## config.mk

```make
export PLATFORM = sky130hd
export DESIGN_NAME = cpu_alu_with_flags_unit
export DESIGN_NICKNAME = d
export VERILOG_FILES = /design/src/hw/rtl/caf_pkg.sv /design/src/hw/rtl/cpu_alu_with_flags_unit.sv /design/src/hw/rtl/caf_cb_unit.sv
export SDC_FILE = /design/constraint.sdc
export NUM_CORES = 1
export LEC_CHECK = 0
export BUFFER_PORTS_ARGS = -buffer_cell sky130_fd_sc_hd__buf_4
export CAP_MARGIN = 40
export CORE_MARGIN = 5
export CORE_UTILIZATION = 50
export CTS_CLUSTER_DIAMETER = 150
export DETAILED_ROUTE_END_ITERATION = 6
export GPL_TIMING_DRIVEN = 0
export PLACE_DENSITY = 0.69
export SLEW_MARGIN = 20
export SYNTH_ARGS = -nofsm -noshare
export SYNTH_HDL_FRONTEND = slang
export SYNTH_HIERARCHICAL = 1
export SYNTH_SLANG_ARGS = --single-unit
```

## constraint.sdc

```tcl
create_clock -name clk_i -period 3.47 [get_ports clk_i]
set_input_delay 0.347 -clock clk_i [delete_from_list [all_inputs] [get_ports clk_i]]
set_output_delay 0.347 -clock clk_i [all_outputs]
set_load 0.01 [all_outputs]
```

## src/hw/rtl/caf_pkg.sv

```systemverilog
// ----------------------------------------------------------------------------
// caf_pkg
// Shared types and codes for the flag-producing cpu alu pipeline.
// ----------------------------------------------------------------------------
package caf_pkg;

  // alu command codes, code 15 is unused and behaves as a no-op
  typedef enum logic [3:0] {
    CMD_ADD    = 4'd0,
    CMD_ADC    = 4'd1,
    CMD_SUB    = 4'd2,
    CMD_SBC    = 4'd3,
    CMD_CP     = 4'd4,
    CMD_AND    = 4'd5,
    CMD_OR     = 4'd6,
    CMD_XOR    = 4'd7,
    CMD_INC8   = 4'd8,
    CMD_DEC8   = 4'd9,
    CMD_INC16  = 4'd10,
    CMD_DEC16  = 4'd11,
    CMD_ADD16  = 4'd12,
    CMD_ADDSPE = 4'd13,
    CMD_CB     = 4'd14
  } cmd_e;

  // cb opcode groups, opcode bits 7:6
  typedef enum logic [1:0] {
    CB_GRP_SHIFT = 2'd0,
    CB_GRP_BIT   = 2'd1,
    CB_GRP_RES   = 2'd2,
    CB_GRP_SET   = 2'd3
  } cb_grp_e;

  // shift/rotate selection, opcode bits 5:3 in the shift group
  typedef enum logic [2:0] {
    CB_RLC  = 3'd0,
    CB_RRC  = 3'd1,
    CB_RL   = 3'd2,
    CB_RR   = 3'd3,
    CB_SLA  = 3'd4,
    CB_SRA  = 3'd5,
    CB_SWAP = 3'd6,
    CB_SRL  = 3'd7
  } cb_shift_e;

  // flag bit positions
  localparam int unsigned FLAG_Z = 3;
  localparam int unsigned FLAG_N = 2;
  localparam int unsigned FLAG_H = 1;
  localparam int unsigned FLAG_C = 0;

  // cb unit result
  typedef struct packed {
    logic [7:0] res;
    logic [3:0] flags;
    logic       wr;
  } cb_res_t;

  // decode stage register contents
  typedef struct packed {
    cmd_e        cmd;
    logic [15:0] x;
    logic [15:0] y;
    logic        cin;
    logic [7:0]  a8;
    logic [7:0]  b8;
    logic [3:0]  fin;
  } s1_t;

  // execute stage register contents
  typedef struct packed {
    cmd_e        cmd;
    logic [3:0]  fin;
    logic [15:0] sum;
    logic        c4;
    logic        c8;
    logic        c12;
    logic        c16;
    logic [7:0]  logic8;
    cb_res_t     cb;
  } s2_t;

endpackage

```

## src/hw/rtl/cpu_alu_with_flags_unit.sv

```systemverilog
// stages: an accepted request moves through the decode and execute stage
//   registers into the flag stage, whose registers drive the outputs
// throughput: one request per cycle; each stage holds under backpressure on
//   its own, so bubbles are squeezed out and nothing is lost or repeated
// reset: rst_ni low clears all stage valid bits at once; data regs keep junk
// ----------------------------------------------------------------------------
// cpu_alu_with_flags_unit
// Three-stage pipelined 8/16-bit cpu alu producing z/n/h/c flags, including
// the prefixed rotate, shift, swap and bit operations.
// ----------------------------------------------------------------------------
module cpu_alu_with_flags_unit (
  input  logic        clk_i,
  input  logic        rst_ni,
  input  logic        in_valid_i,
  output logic        in_ready_o,
  input  logic [3:0]  cmd_i,
  input  logic [15:0] operand_a_i,
  input  logic [15:0] operand_b_i,
  input  logic [3:0]  flags_in_i,
  output logic        out_valid_o,
  input  logic        out_ready_i,
  output logic [15:0] result_o,
  output logic [3:0]  flags_out_o,
  output logic        write_result_o
);

  // --------------------------------------------------------------------------
  // pipeline control: each stage may load when it is empty or its
  // successor takes its contents this cycle
  // --------------------------------------------------------------------------
  logic s1_valid_q, s2_valid_q, s3_valid_q;
  logic rdy1, rdy2, rdy3;

  assign rdy3       = !s3_valid_q || out_ready_i;
  assign rdy2       = !s2_valid_q || rdy3;
  assign rdy1       = !s1_valid_q || rdy2;
  assign in_ready_o = rdy1;

  always_ff @(posedge clk_i or negedge rst_ni) begin
    if (!rst_ni) begin
      s1_valid_q <= 1'b0;
      s2_valid_q <= 1'b0;
      s3_valid_q <= 1'b0;
    end else begin
      if (rdy1) s1_valid_q <= in_valid_i;
      if (rdy2) s2_valid_q <= s1_valid_q;
      if (rdy3) s3_valid_q <= s2_valid_q;
    end
  end

  // --------------------------------------------------------------------------
  // stage 1: decode into one shared adder setup
  // subtraction runs as a + ~b + !k, so carries out become inverted borrows
  // --------------------------------------------------------------------------
  caf_pkg::s1_t s1_d, s1_q;

  always_comb begin
    s1_d     = '0;
    s1_d.cmd = caf_pkg::cmd_e'(cmd_i);
    s1_d.a8  = operand_a_i[7:0];
    s1_d.b8  = operand_b_i[7:0];
    s1_d.fin = flags_in_i;
    case (caf_pkg::cmd_e'(cmd_i))
      caf_pkg::CMD_ADD: begin
        s1_d.x   = {8'h00, operand_a_i[7:0]};
        s1_d.y   = {8'h00, operand_b_i[7:0]};
        s1_d.cin = 1'b0;
      end
      caf_pkg::CMD_ADC: begin
        s1_d.x   = {8'h00, operand_a_i[7:0]};
        s1_d.y   = {8'h00, operand_b_i[7:0]};
        s1_d.cin = flags_in_i[caf_pkg::FLAG_C];
      end
      caf_pkg::CMD_SUB, caf_pkg::CMD_CP: begin
        s1_d.x   = {8'h00, operand_a_i[7:0]};
        s1_d.y   = {8'h00, ~operand_b_i[7:0]};
        s1_d.cin = 1'b1;
      end
      caf_pkg::CMD_SBC: begin
        s1_d.x   = {8'h00, operand_a_i[7:0]};
        s1_d.y   = {8'h00, ~operand_b_i[7:0]};
        s1_d.cin = !flags_in_i[caf_pkg::FLAG_C];
      end
      caf_pkg::CMD_INC8: begin
        s1_d.x   = {8'h00, operand_a_i[7:0]};
        s1_d.y   = 16'h0000;
        s1_d.cin = 1'b1;
      end
      caf_pkg::CMD_DEC8: begin
        // a + 0xff: nibble carry is missing only when the low nibble is zero
        s1_d.x   = {8'h00, operand_a_i[7:0]};
        s1_d.y   = 16'h00FF;
        s1_d.cin = 1'b0;
      end
      caf_pkg::CMD_INC16: begin
        s1_d.x   = operand_a_i;
        s1_d.y   = 16'h0000;
        s1_d.cin = 1'b1;
      end
      caf_pkg::CMD_DEC16: begin
        s1_d.x   = operand_a_i;
        s1_d.y   = 16'hFFFF;
        s1_d.cin = 1'b0;
      end
      caf_pkg::CMD_ADD16: begin
        s1_d.x   = operand_a_i;
        s1_d.y   = operand_b_i;
        s1_d.cin = 1'b0;
      end
      caf_pkg::CMD_ADDSPE: begin
        // sign-extended offset; its low byte equals the raw byte for h and c
        s1_d.x   = operand_a_i;
        s1_d.y   = {{8{operand_b_i[7]}}, operand_b_i[7:0]};
        s1_d.cin = 1'b0;
      end
      default: begin
        s1_d.x   = 16'h0000;
        s1_d.y   = 16'h0000;
        s1_d.cin = 1'b0;
      end
    endcase
  end

  always_ff @(posedge clk_i) begin
    if (in_valid_i && rdy1) s1_q <= s1_d;
  end

  // --------------------------------------------------------------------------
  // stage 2: execute; one 16-bit add with carries tapped at bits 4/8/12/16,
  // the 8-bit logic ops and the prefixed unit side by side
  // --------------------------------------------------------------------------
  caf_pkg::s2_t     s2_d, s2_q;
  caf_pkg::cb_res_t cb_res;
  logic [16:0]      sum17;

  assign sum17 = {1'b0, s1_q.x} + {1'b0, s1_q.y} + {16'h0000, s1_q.cin};

  caf_cb_unit u_cb (
    .val_i   (s1_q.a8),
    .op_i    (s1_q.b8),
    .carry_i (s1_q.fin[caf_pkg::FLAG_C]),
    .flags_i (s1_q.fin),
    .res_o   (cb_res)
  );

  always_comb begin
    s2_d     = '0;
    s2_d.cmd = s1_q.cmd;
    s2_d.fin = s1_q.fin;
    s2_d.sum = sum17[15:0];
    // carry into bit i recovered from the sum bit and the operand bits
    s2_d.c4  = sum17[4] ^ s1_q.x[4] ^ s1_q.y[4];
    s2_d.c8  = sum17[8] ^ s1_q.x[8] ^ s1_q.y[8];
    s2_d.c12 = sum17[12] ^ s1_q.x[12] ^ s1_q.y[12];
    s2_d.c16 = sum17[16];
    s2_d.cb  = cb_res;
    case (s1_q.cmd)
      caf_pkg::CMD_AND: s2_d.logic8 = s1_q.a8 & s1_q.b8;
      caf_pkg::CMD_OR:  s2_d.logic8 = s1_q.a8 | s1_q.b8;
      default:          s2_d.logic8 = s1_q.a8 ^ s1_q.b8;
    endcase
  end

  always_ff @(posedge clk_i) begin
    if (s1_valid_q && rdy2) s2_q <= s2_d;
  end

  // --------------------------------------------------------------------------
  // stage 3: result select, zero detect and flag assembly into the
  // output registers
  // --------------------------------------------------------------------------
  logic [15:0] res_d, res_q;
  logic [3:0]  flags_d, flags_q;
  logic        wr_d, wr_q;
  logic        z8;

  // zero test of the low byte of whichever 8-bit value applies
  always_comb begin
    case (s2_q.cmd)
      caf_pkg::CMD_AND, caf_pkg::CMD_OR, caf_pkg::CMD_XOR: z8 = ~|s2_q.logic8;
      default:                                             z8 = ~|s2_q.sum[7:0];
    endcase
  end

  always_comb begin
    res_d   = {8'h00, s2_q.sum[7:0]};
    flags_d = s2_q.fin;
    wr_d    = 1'b1;
    case (s2_q.cmd)
      caf_pkg::CMD_ADD, caf_pkg::CMD_ADC: begin
        flags_d = {z8, 1'b0, s2_q.c4, s2_q.c8};
      end
      caf_pkg::CMD_SUB, caf_pkg::CMD_SBC: begin
        flags_d = {z8, 1'b1, !s2_q.c4, !s2_q.c8};
      end
      caf_pkg::CMD_CP: begin
        flags_d = {z8, 1'b1, !s2_q.c4, !s2_q.c8};
        wr_d    = 1'b0;
      end
      caf_pkg::CMD_AND: begin
        res_d   = {8'h00, s2_q.logic8};
        flags_d = {z8, 1'b0, 1'b1, 1'b0};
      end
      caf_pkg::CMD_OR, caf_pkg::CMD_XOR: begin
        res_d   = {8'h00, s2_q.logic8};
        flags_d = {z8, 1'b0, 1'b0, 1'b0};
      end
      caf_pkg::CMD_INC8: begin
        flags_d = {z8, 1'b0, s2_q.c4, s2_q.fin[caf_pkg::FLAG_C]};
      end
      caf_pkg::CMD_DEC8: begin
        flags_d = {z8, 1'b1, !s2_q.c4, s2_q.fin[caf_pkg::FLAG_C]};
      end
      caf_pkg::CMD_INC16, caf_pkg::CMD_DEC16: begin
        res_d = s2_q.sum;
      end
      caf_pkg::CMD_ADD16: begin
        // z kept, h from bit 11, c from bit 15
        res_d   = s2_q.sum;
        flags_d = {s2_q.fin[caf_pkg::FLAG_Z], 1'b0, s2_q.c12, s2_q.c16};
      end
      caf_pkg::CMD_ADDSPE: begin
        // h and c come from the unsigned low-byte add
        res_d   = s2_q.sum;
        flags_d = {1'b0, 1'b0, s2_q.c4, s2_q.c8};
      end
      caf_pkg::CMD_CB: begin
        res_d   = {8'h00, s2_q.cb.res};
        flags_d = s2_q.cb.flags;
        wr_d    = s2_q.cb.wr;
      end
      default: begin
        // unused code: no operation
        res_d   = 16'h0000;
        flags_d = s2_q.fin;
        wr_d    = 1'b0;
      end
    endcase
  end

  always_ff @(posedge clk_i) begin
    if (s2_valid_q && rdy3) begin
      res_q   <= res_d;
      flags_q <= flags_d;
      wr_q    <= wr_d;
    end
  end

  assign out_valid_o    = s3_valid_q;
  assign result_o       = res_q;
  assign flags_out_o    = flags_q;
  assign write_result_o = wr_q;

`ifndef SYNTHESIS
  // compare never writes back
  a_cp_no_write: assert property (@(posedge clk_i) disable iff (!rst_ni)
    s2_valid_q && rdy3 && s2_q.cmd == caf_pkg::CMD_CP |=> !write_result_o)
    else $error("compare result marked for write-back");

  // 8-bit commands leave the high byte clear
  a_byte_high_zero: assert property (@(posedge clk_i) disable iff (!rst_ni)
    s2_valid_q && rdy3 && (s2_q.cmd <= caf_pkg::CMD_DEC8 || s2_q.cmd == caf_pkg::CMD_CB)
    |=> result_o[15:8] == 8'h00)
    else $error("8-bit result with nonzero high byte");

  // 16-bit add always clears n
  a_add16_n_clear: assert property (@(posedge clk_i) disable iff (!rst_ni)
    s2_valid_q && rdy3 && s2_q.cmd == caf_pkg::CMD_ADD16 |=> !flags_out_o[caf_pkg::FLAG_N])
    else $error("16-bit add left n set");

  // an output only appears from a filled execute stage
  a_out_from_s2: assert property (@(posedge clk_i) disable iff (!rst_ni)
    $rose(s3_valid_q) |-> $past(s2_valid_q))
    else $error("output valid without a request in the execute stage");

  // input side only stalls when the whole pipe is full and blocked
  a_stall_full: assert property (@(posedge clk_i) disable iff (!rst_ni)
    !in_ready_o |-> s1_valid_q && s2_valid_q && s3_valid_q && !out_ready_i)
    else $error("input stalled with room in the pipeline");
`endif

endmodule

```

## src/hw/rtl/caf_cb_unit.sv

```systemverilog
// ----------------------------------------------------------------------------
// caf_cb_unit
// Prefixed bit operations: rotates, shifts, swap, bit test, reset and set.
// ----------------------------------------------------------------------------
module caf_cb_unit (
  input  logic [7:0]       val_i,
  input  logic [7:0]       op_i,
  input  logic             carry_i,
  input  logic [3:0]       flags_i,
  output caf_pkg::cb_res_t res_o
);

  logic [2:0] sel;
  logic [7:0] mask;
  logic [7:0] r;
  logic       c;

  assign sel  = op_i[5:3];
  assign mask = 8'd1 << sel;

  always_comb begin
    r = val_i;
    c = 1'b0;
    case (caf_pkg::cb_shift_e'(sel))
      caf_pkg::CB_RLC:  begin c = val_i[7]; r = {val_i[6:0], val_i[7]}; end
      caf_pkg::CB_RRC:  begin c = val_i[0]; r = {val_i[0], val_i[7:1]}; end
      caf_pkg::CB_RL:   begin c = val_i[7]; r = {val_i[6:0], carry_i}; end
      caf_pkg::CB_RR:   begin c = val_i[0]; r = {carry_i, val_i[7:1]}; end
      caf_pkg::CB_SLA:  begin c = val_i[7]; r = {val_i[6:0], 1'b0}; end
      caf_pkg::CB_SRA:  begin c = val_i[0]; r = {val_i[7], val_i[7:1]}; end
      caf_pkg::CB_SWAP: begin c = 1'b0;     r = {val_i[3:0], val_i[7:4]}; end
      caf_pkg::CB_SRL:  begin c = val_i[0]; r = {1'b0, val_i[7:1]}; end
      default:          begin c = 1'b0;     r = val_i; end
    endcase
  end

  always_comb begin
    res_o = '0;
    case (caf_pkg::cb_grp_e'(op_i[7:6]))
      caf_pkg::CB_GRP_BIT: begin
        // z set when the tested bit is clear, c kept
        res_o.res   = val_i;
        res_o.flags = {~|(val_i & mask), 1'b0, 1'b1, flags_i[caf_pkg::FLAG_C]};
        res_o.wr    = 1'b0;
      end
      caf_pkg::CB_GRP_RES: begin
        res_o.res   = val_i & ~mask;
        res_o.flags = flags_i;
        res_o.wr    = 1'b1;
      end
      caf_pkg::CB_GRP_SET: begin
        res_o.res   = val_i | mask;
        res_o.flags = flags_i;
        res_o.wr    = 1'b1;
      end
      default: begin
        res_o.res   = r;
        res_o.flags = {~|r, 1'b0, 1'b0, c};
        res_o.wr    = 1'b1;
      end
    endcase
  end

endmodule

```

; Yosys cells after proc, flatten, opt, wreduce, memory -nomap -nowiden
; Index checks and enable logic that the tools add are counted.
[totals]
ff_bits = 130
input_bits = 44
[op_classes]
bitwise = 14
n_eq_ne = 36
n_reduce_logical = 33
mux = 9
add_sub_neg = 2
n_shift = 1
[ops]
columns = operator, count
row1 = $pmux W33 S10, 1
row2 = $pmux W16 S4, 1
row3 = $pmux W8 S8, 1
row4 = $eq A4 B4 Y1 const B, 13
row5 = $pmux W13 S3, 1
row6 = $pmux W4 S9, 1
row7 = $reduce_or A8 Y1, 4
row8 = $eq A4 B3 Y1 const B, 7
row9 = $and A8 B8 Y8, 3
row10 = $add A16 B16 Y17, 1
row11 = $add A17 B1 Y17, 1
row12 = $eq A4 B2 Y1 const B, 4
row13 = $not A8 Y8, 2
row14 = $or A8 B8 Y8, 2
row15 = $pmux W8 S2, 1
row16 = $reduce_or A13 Y1, 1
row17 = $eq A3 B3 Y1 const B, 4
row18 = $logic_not A1 Y1, 10
row19 = $reduce_or A3 Y1, 3
row20 = $eq A4 B1 Y1 const B, 2
row21 = $logic_not A4 Y1, 2
row22 = $reduce_or A4 Y1, 2
row23 = $shl A1 B3 Y8 const A, 1
row24 = $xor A8 B8 Y8, 1
row25 = 13 further kinds, 26

; Longest topological paths before layout
; Gate-level depths: netlist of the first run.
[logic_depth]
depth_word = 5
ltp_mapped = 7
mapped_depth_nobuf = 7

; By module
; Netlist of the first run, hierarchy kept.
[by_module_without_submodules]
columns = module, seq_area_each_um2, area_per_inst_um2, cells_each, instances
row1 = cpu_alu_with_flags_unit, 3888.7, 6336.1, 496, 1
row2 = caf_cb_unit, 0.0, 683.2, 95, 1

; Worst setup path after synthesis of the first run
; OpenSTA, ideal clock, no wires.
[synth_timing]
path_kind = reg-to-reg
start = register s1_q[20] (netlist bit)
end = register s2_q[23] (netlist bit), data pin
setup_time_ps = 268
arrival_time_ps = 2268
stages_incl_launch_ff = 8
n_path_buf = 0
setup_slack_ps = 934
required_ps = 3202
path_cell_list = edfxtp_1 -> fa_1 -> fa_1 -> a211oi_1 -> o21a_1 -> o21ai_2 -> and2_4 -> xnor3_1
[synth_rtl]
columns = element, line
row1 = start: declaration, cpu_alu_with_flags_unit.sv:55  ; caf_pkg::s1_t s1_d, s1_q;
row2 = start signal: assignment, cpu_alu_with_flags_unit.sv:125  ; if (in_valid_i && rdy1) s1_q <= s1_d;
row3 = end signal: assignment, cpu_alu_with_flags_unit.sv:165  ; if (s1_valid_q && rdy2) s2_q <= s2_d;
row4 = end: declaration, cpu_alu_with_flags_unit.sv:132  ; caf_pkg::s2_t s2_d, s2_q;

==> impl_metrics.csv, run 1 <==
group,metric,value,unit
layout,layout.cells.non_filler,873,
min_path,hp-class,"in -> reg",
synthesis,synth_edf_count,127,
routing,drtPass1Iterations,5,
timing,rsz0062_at_grt,"no",
cts,numClockSinks,130,
status,status,"finished clean",
synthesis,avgSynthCellArea,11.9,um2
timing,worstMarginPinSlew,0.751,ns
routing,drt-total-wl,15.1,mm
setup_path,cpMaxStageDelayCell,"fa_1",
setup_path,crit_required,3.62,ns
timing,drv_slew,0,
timing,timing.final.crit_period,2.80,ns
synthesis,synth_top_family_by_area,"compound AO/OA/AOI/OAI gates",
global_routing,grt_usage,18.9,%
synthesis,ys_async_sr_fraction,2.31,%
floorplanning,io_pins,67,
layout,mostFrequentLayoutCells,"edfxtp_1 (127), buf_4 (69), nor2_1 (35)",
setup_path,r2r_setup_slack,0.67,ns
cts,cts_tree,"built",
cts,cts_setup_buffers,0,
setup_path,crit_type,"reg -> reg",
cts,cts_buffer_depth,2,
floorplanning,die_w,128,um
global_routing,grt_pass1_vias,4710,
floorplanning,core_area,0.0138,mm2
synthesis,yosys_most_used_dff,"edfxtp_1",
timing,timing.fmax,0.357,GHz
synthesis,ys_seq_area_share,55.4,%
layout,insertedDiodeCount,0,
setup_path,cp_common_cell,"fa_1",
cts,clockRootBuffer,"clkbuf_16",
power_and_ir_drop,powerDensity,564,mW/mm2
synthesis,synthAdderAreaFrac,6.10,%
synthesis,muxShareOfSynthArea,4.49,%
routing,drt_iter0_markers,403,
setup_path,worstPathArrival,2.95,ns
timing,finalSetupTns,0,ns
synthesis,ys_ff_latch,130,
layout,drive_above_1_share,19.8,%
cts,clock_latency,0.42,ns
layout,nets,757,
setup_path,path_max_fanout,3,
place,dpl.cell_count,838,
cts,clkSlewWorstSetupHoldPaths,0.06,ns
floorplanning,initial_core_util,50.8,%
layout,syn2layout_area_growth,20.2,%
synthesis,synth_xor_area_share,2.57,%
routing,drc,0,
routing,via_count,5004,
timing,finalHoldViolCount,0,
global_routing,grt_max_degree,58,
global_routing,antenna_found_initial,0,
setup_path,max_stage_delay,0.49,ns
cts,ctsResizeCount,0,
global_routing,grt_pass1_wl,24.1,mm
synthesis,synth.distinct_cells,66,
synthesis,yosys_warnings,6,
routing,routedWlPerCell,17.3,um
setup_path,crit_chain,"fa_1 > fa_1 > a211oi_1 > o21a_1 > o21ai_2 > and2_4 > xnor3_1",
floorplanning,die-area,0.0165,mm2
power_and_ir_drop,p_leak,3.42,nW
floorplanning,row_count,43,
routing,postRouteAntennaNets,0,
place,portBuffers,66,
timing,fin_crit_sh,80.6,%
power_and_ir_drop,max-vdd-ir-drop,0.439,mV
setup_path,cp-start-kind,"flop",
cts,htree_num_levels,4,
routing,avgViaCountPerCell,5.73,
synthesis,yosys.area_share.simple,13.1,%
layout,layout_commonest_cell,"edfxtp_1",
timing,finalSetupViolCount,0,
setup_path,cp-end-kind,"flop",
cts,numCtsBuffers,17,
place,globalplace.congestion,0.929,
synthesis,synth-compound-area-share,14.7,%
timing,slew_headroom,49.9,%
floorplanning,die_h,128,um
layout,fin_util,61.0,%
synthesis,synthCells,591,
timing,skew,0.00777,ns
synthesis,synth_nets,668,
place,dp_hpwl,11.2,mm
global_routing,overflow,0,
synthesis,netlist_area,0.00702,mm2
run,cap_violations,0,
-- timing repair --
action                                 4_1_cts  5_1_grt
hold buffers                                 1        0
endpoints found under the hold margin        3        0
setup endpoints to repair                    0        0
-- per-stage QoR --
stage	area [um2]	total power, mW	hold WS [ns]	setup slack [ns]
6_report	8440	4.76	0.104	0.673
3_5_place_dp	7760	2.86	0.140	0.675
4_1_cts	8420	4.79	0.0875	0.658
2_1_floorplan	7020	2.58	0.0514	0.934
3_3_place_gp	7740	2.83	0.136	0.511
5_1_grt	8440	4.96	0.0887	0.548
-- synthesized netlist by cell type (3+ instances only) --
cell        n  area [um2]
dfrtp_1     3        75.1
nor2_1     35         131
nor4_1      4        25.0
buf_4       3        22.5
nand2_1    28         105
nand3b_1    5        37.5
a221o_1     9        90.1
o21ai_0    31         155
and3_1     10        62.6
a21o_1     13        97.6
mux2i_1    12         120
nand3_1    15        75.1
o21a_1     13        97.6
xnor2_1    11        96.3
ha_1       31         388
a211oi_1    4        30.0
a22oi_1    16         120
mux2_2     14         158
a21oi_1    20         100
inv_1      33         124
o22ai_1    11        68.8
buf_2       9        45.0
nor3_1      6        30.0
or2_2       3        18.8
nor2b_1    13        81.3
nor3b_1     4        30.0
clkbuf_1   14        52.6
and2_1     22         138
edfxtp_1  127        3810
a222oi_1    8        80.1
xor2_1      7        61.3
nand2b_1   15        93.8
o21ai_1     3        15.0
-- area by class of cell --
class | instances | area, um2
inverter | 33 | 124
sequential | 130 | 3890
buffer | 29 | 133
timing repair buffer | 70 | 546
multi-input combinational | 399 | 2880
clock buffer | 19 | 433
clock inverter | 13 | 209
fill | 1118 | 5390
tap | 180 | 225
-- worst max-delay path: cells and delay by family, from the launching register on --
kind	cells	cell delay, ns
xor gates and xnor gates	1	0.35
adders and majority gates	2	0.94
AOI/OAI and AO/OA	3	0.63
and+or+nand+nor	1	0.20
DFF	1	0.42
-- path summary, 6_finish.rpt --
path	endpoint	cells after the start	startpoint
max reg2reg	s2_q[23]	7	s1_q[20]
min in group asynchronous	out_valid_o	2	rst_ni
max	s2_q[23]	7	s1_q[20]
min	s1_q[2]	1	flags_in_i[2]
max in group asynchronous	s2_valid_q	2	rst_ni
min reg2reg	s2_q[44]	0	s1_q[3]
-- flip-flops by register name, summed over array words and instances (netlist names) --
signal and count:
s2_valid_q 1, result_o 16, s1_q 57, flags_out_o 4, s2_q 49, write_result_o 1, out_valid_o 1, s1_valid_q 1
-- kinds of logic (layout without fill, tap and decap cells) --
| kind of cell | count (synthesis) | in the layout |
|---|---|---|
| fa+ha+maj | 33 | 33 |
| mux | 29 | 29 |
| simple gates | 170 | 170 |
| xor+xnor | 19 | 19 |
| buf+inv | 62 | 164 |
| flops | 130 | 130 |
| compound gates | 148 | 148 |
-- metal layers --
layer | vias up | wire length [um] | GRT usage, %
li1 | 2406 | - | -
met1 | 2372 | 6720 | 25.7
met2 | 198 | 6950 | 29.0
met3 | 28 | 1000 | 3.82
met4 | 0 | 393 | 9.18
met5 | - | 0 | 0
-- power by group --
| part | internal, mW | total, mW | switching, mW |
|---|---|---|---|
| combinational | 0.350 | 0.776 | 0.427 |
| clock | 1.27 | 1.92 | 0.646 |
| sequential | 1.97 | 2.06 | 0.0990 |
No activity file was read; power rests on OpenSTA's default activity.
==> run 2: changes to the inputs <==
- ABC_AREA: not set -> 1
- clock period: 3.47 -> 2.6 ns (I/O delays scaled with it)
==> impl_metrics.csv, run 2 <==
group,metric,value,unit
timing,rsz0062_at_grt,"no",
routing,avgViaCountPerCell,5.26,
min_path,whs_path_depth,1,
routing,drtPass1Iterations,5,
place,portBuffers,66,
floorplanning,die_h,128,um
global_routing,grt_max_degree,58,
setup_path,worstPathArrival,2.49,ns
cts,clkSlewWorstSetupHoldPaths,0.06,ns
routing,postRouteAntennaNets,0,
synthesis,yosysTopAreaCell,"edfxtp_1",
setup_path,path_max_fanout,4,
setup_path,critPathLaunch,"s1_q[20]",
min_path,hp-class,"in -> reg",
timing,timing.final.crit_period,2.31,ns
cts,cts_buffer_depth,2,
setup_path,reg2reg_from,"s1_q[20]",
setup_path,reg2reg_depth,10,
global_routing,grt_pass1_vias,5120,
status,status,"finished clean",
cts,numClockSinks,130,
timing,fin_crit_sh,88.9,%
synthesis,avgSynthCellArea,9.64,um2
global_routing,grt_pass1_wl,25.4,mm
run,cap_violations,0,
timing,timing.fmax,0.433,GHz
floorplanning,io_pins,67,
setup_path,crit_type,"reg -> reg",
power_and_ir_drop,max-vdd-ir-drop,0.481,mV
setup_path,crit_chain,"fa_1 > fa_1 > nand3_1 > nand2_1 > nand3_1 > nand3_1 > nand2_1 > nand2_1 > nand2_1 > nand2_1",
layout,mostFrequentLayoutCells,"nand2_1 (173), edfxtp_1 (127), inv_1 (108)",
timing,finalHoldViolCount,0,
timing,drv_slew,0,
synthesis,yosys_most_used_dff,"edfxtp_1",
floorplanning,initial_core_util,50.4,%
routing,drt-total-wl,15.6,mm
min_path,min-delay-start,"flags_in_i[3]",
layout,largest_register_ffs,57,
setup_path,cp-end-kind,"flop",
layout,insertedDiodeCount,0,
global_routing,antenna_found_initial,0,
synthesis,synth.most_common_cell,"nand2_1",
synthesis,ys_ff_latch,130,
cts,ctsResizeCount,0,
synthesis,synth_top_area_share,54.9,%
timing,slew_headroom,50.7,%
floorplanning,row_count,43,
layout,nets,887,
synthesis,synthCells,720,
synthesis,synth.top_cells.by_count,"nand2_1 (173), edfxtp_1 (127), inv_1 (110), nor2_1 (66), nand3_1 (47)",
setup_path,cp-start-kind,"flop",
floorplanning,die-area,0.0163,mm2
synthesis,synth.distinct_cells,41,
power_and_ir_drop,p_leak,3.74,nW
synthesis,synth_nets,797,
setup_path,crit_required,2.78,ns
global_routing,grt_usage,19.9,%
routing,drt_iter0_markers,490,
synthesis,ys_async_sr_fraction,2.31,%
layout,drive_above_1_share,15.1,%
timing,skew,0.00792,ns
cts,clockRootBuffer,"clkbuf_16",
place,dp_hpwl,11.8,mm
synthesis,ys_top_cells_by_area,"edfxtp_1 (55%), nand2_1 (9.4%), inv_1 (5.9%), ha_1 (5.6%), nor2_1 (3.6%)",
synthesis,ys_seq_area_share,56.0,%
timing,finalSetupViolCount,0,
timing,worstMarginPinSlew,0.739,ns
synthesis,synth_edf_count,127,
routing,routedWlPerCell,15.6,um
synthesis,netlist_area,0.00694,mm2
layout,layout.cells.non_filler,1003,
layout,top_register,"s1_q",
setup_path,cp_common_cell,"nand2_1",
cts,cts_tree,"built",
routing,drc,0,
routing,via_count,5274,
floorplanning,core_area,0.0138,mm2
layout,syn2layout_area_growth,20.1,%
setup_path,r2r_setup_slack,0.29,ns
cts,htree_num_levels,4,
setup_path,cpMaxStageDelayCell,"fa_1",
place,postPlaceCellArea,0.00771,mm2
min_path,whs_endpoint,"s1_q[3]",
synthesis,yosys_warnings,6,
global_routing,overflow,0,
place,globalplace.congestion,0.921,
setup_path,r2r-end,"s2_q[39]",
layout,layout_commonest_cell,"nand2_1",
place,dpl.cell_count,968,
cts,numCtsBuffers,17,
layout,fin_area,0.00834,mm2
setup_path,max_stage_delay,0.48,ns
power_and_ir_drop,powerDensity,815,mW/mm2
cts,clock_latency,0.42,ns
floorplanning,die_w,128,um
==> run 2: layout make-up <==
cell class,count,area (um2)
fillers,1157,5430
flip-flops and latches,130,3890
multi-input cells,469,2560
repair buffers,71,561
inverters,113,427
clock buffers,17,425
well taps,180,225
clock inverters,15,180
plain buffers,8,78.8
==> run 2: worst max-delay path by stage <==
stage	depth (start not counted)	endpoint
detailed placement	10	s2_q[35]
global route	10	s2_q[35]
floorplan	5	s1_q[0]
finish	10	s2_q[39]
CTS	10	s2_q[39]
global placement	5	s1_q[16]
==> run 2: kinds of logic after synthesis <==
| kind of cell | share of synthesized area (%) |
|---|---|
| adders and majority gates | 6.16 |
| and+or+nand+nor | 20.4 |
| DFF | 56.0 |
| xor gates and xnor gates | 1.39 |
| buffers and inverters | 7.24 |
| AOI/OAI and AO/OA | 8.81 |
==> run 2: per-layer routing <==
layer | wire length [um] | GRT usage, % | share of wire, %
met1 | 6930 | 25.9 | 44
met2 | 7570 | 32.7 | 48
met3 | 908 | 5.29 | 5.8
met4 | 237 | 6.30 | 1.5
met5 | 0 | 0 | 0
==> run 2: repair_timing <==
item	CTS	global route
setup endpoints to repair	0	0
buffers inserted	0	0
hold buffers	1	2
hold endpoints to repair	3	2
==> run 2: stage by stage <==
step / hold WS (ns) / power (mW) / utilization [%] / setup TNS, ns / worst slack [ns]
floorplan: -0.0356 / 3.85 / - / 0 / 0.309
global placement: 0.0488 / 4.34 / 55.7 / -4.21 / -0.0806
detailed placement: 0.0560 / 4.40 / 56.0 / 0 / 0.302
CTS: 0.00149 / 6.84 / 60.4 / 0 / 0.300
global route: 0.000794 / 7.13 / 60.6 / 0 / 0.145
finish: 0.0175 / 6.80 / 60.6 / 0 / 0.289
==> run 2: worst max-delay path, delay by kind of cell (launching register included) <==
kind,cells,cell delay (ns)
AND/OR/NAND/NOR,8,0.77
adder cells (fa/ha/maj),2,0.89
flip-flops,1,0.40
==> run 2: report_power, final <==
| group | leakage, nW | internal (mW) | switching (mW) |
|---|---|---|---|
| logic | 2.17 | 0.521 | 0.849 |
| clock network | 0.292 | 1.52 | 0.912 |
| registers | 1.28 | 2.82 | 0.185 |
| total | 3.74 | 4.85 | 1.95 |
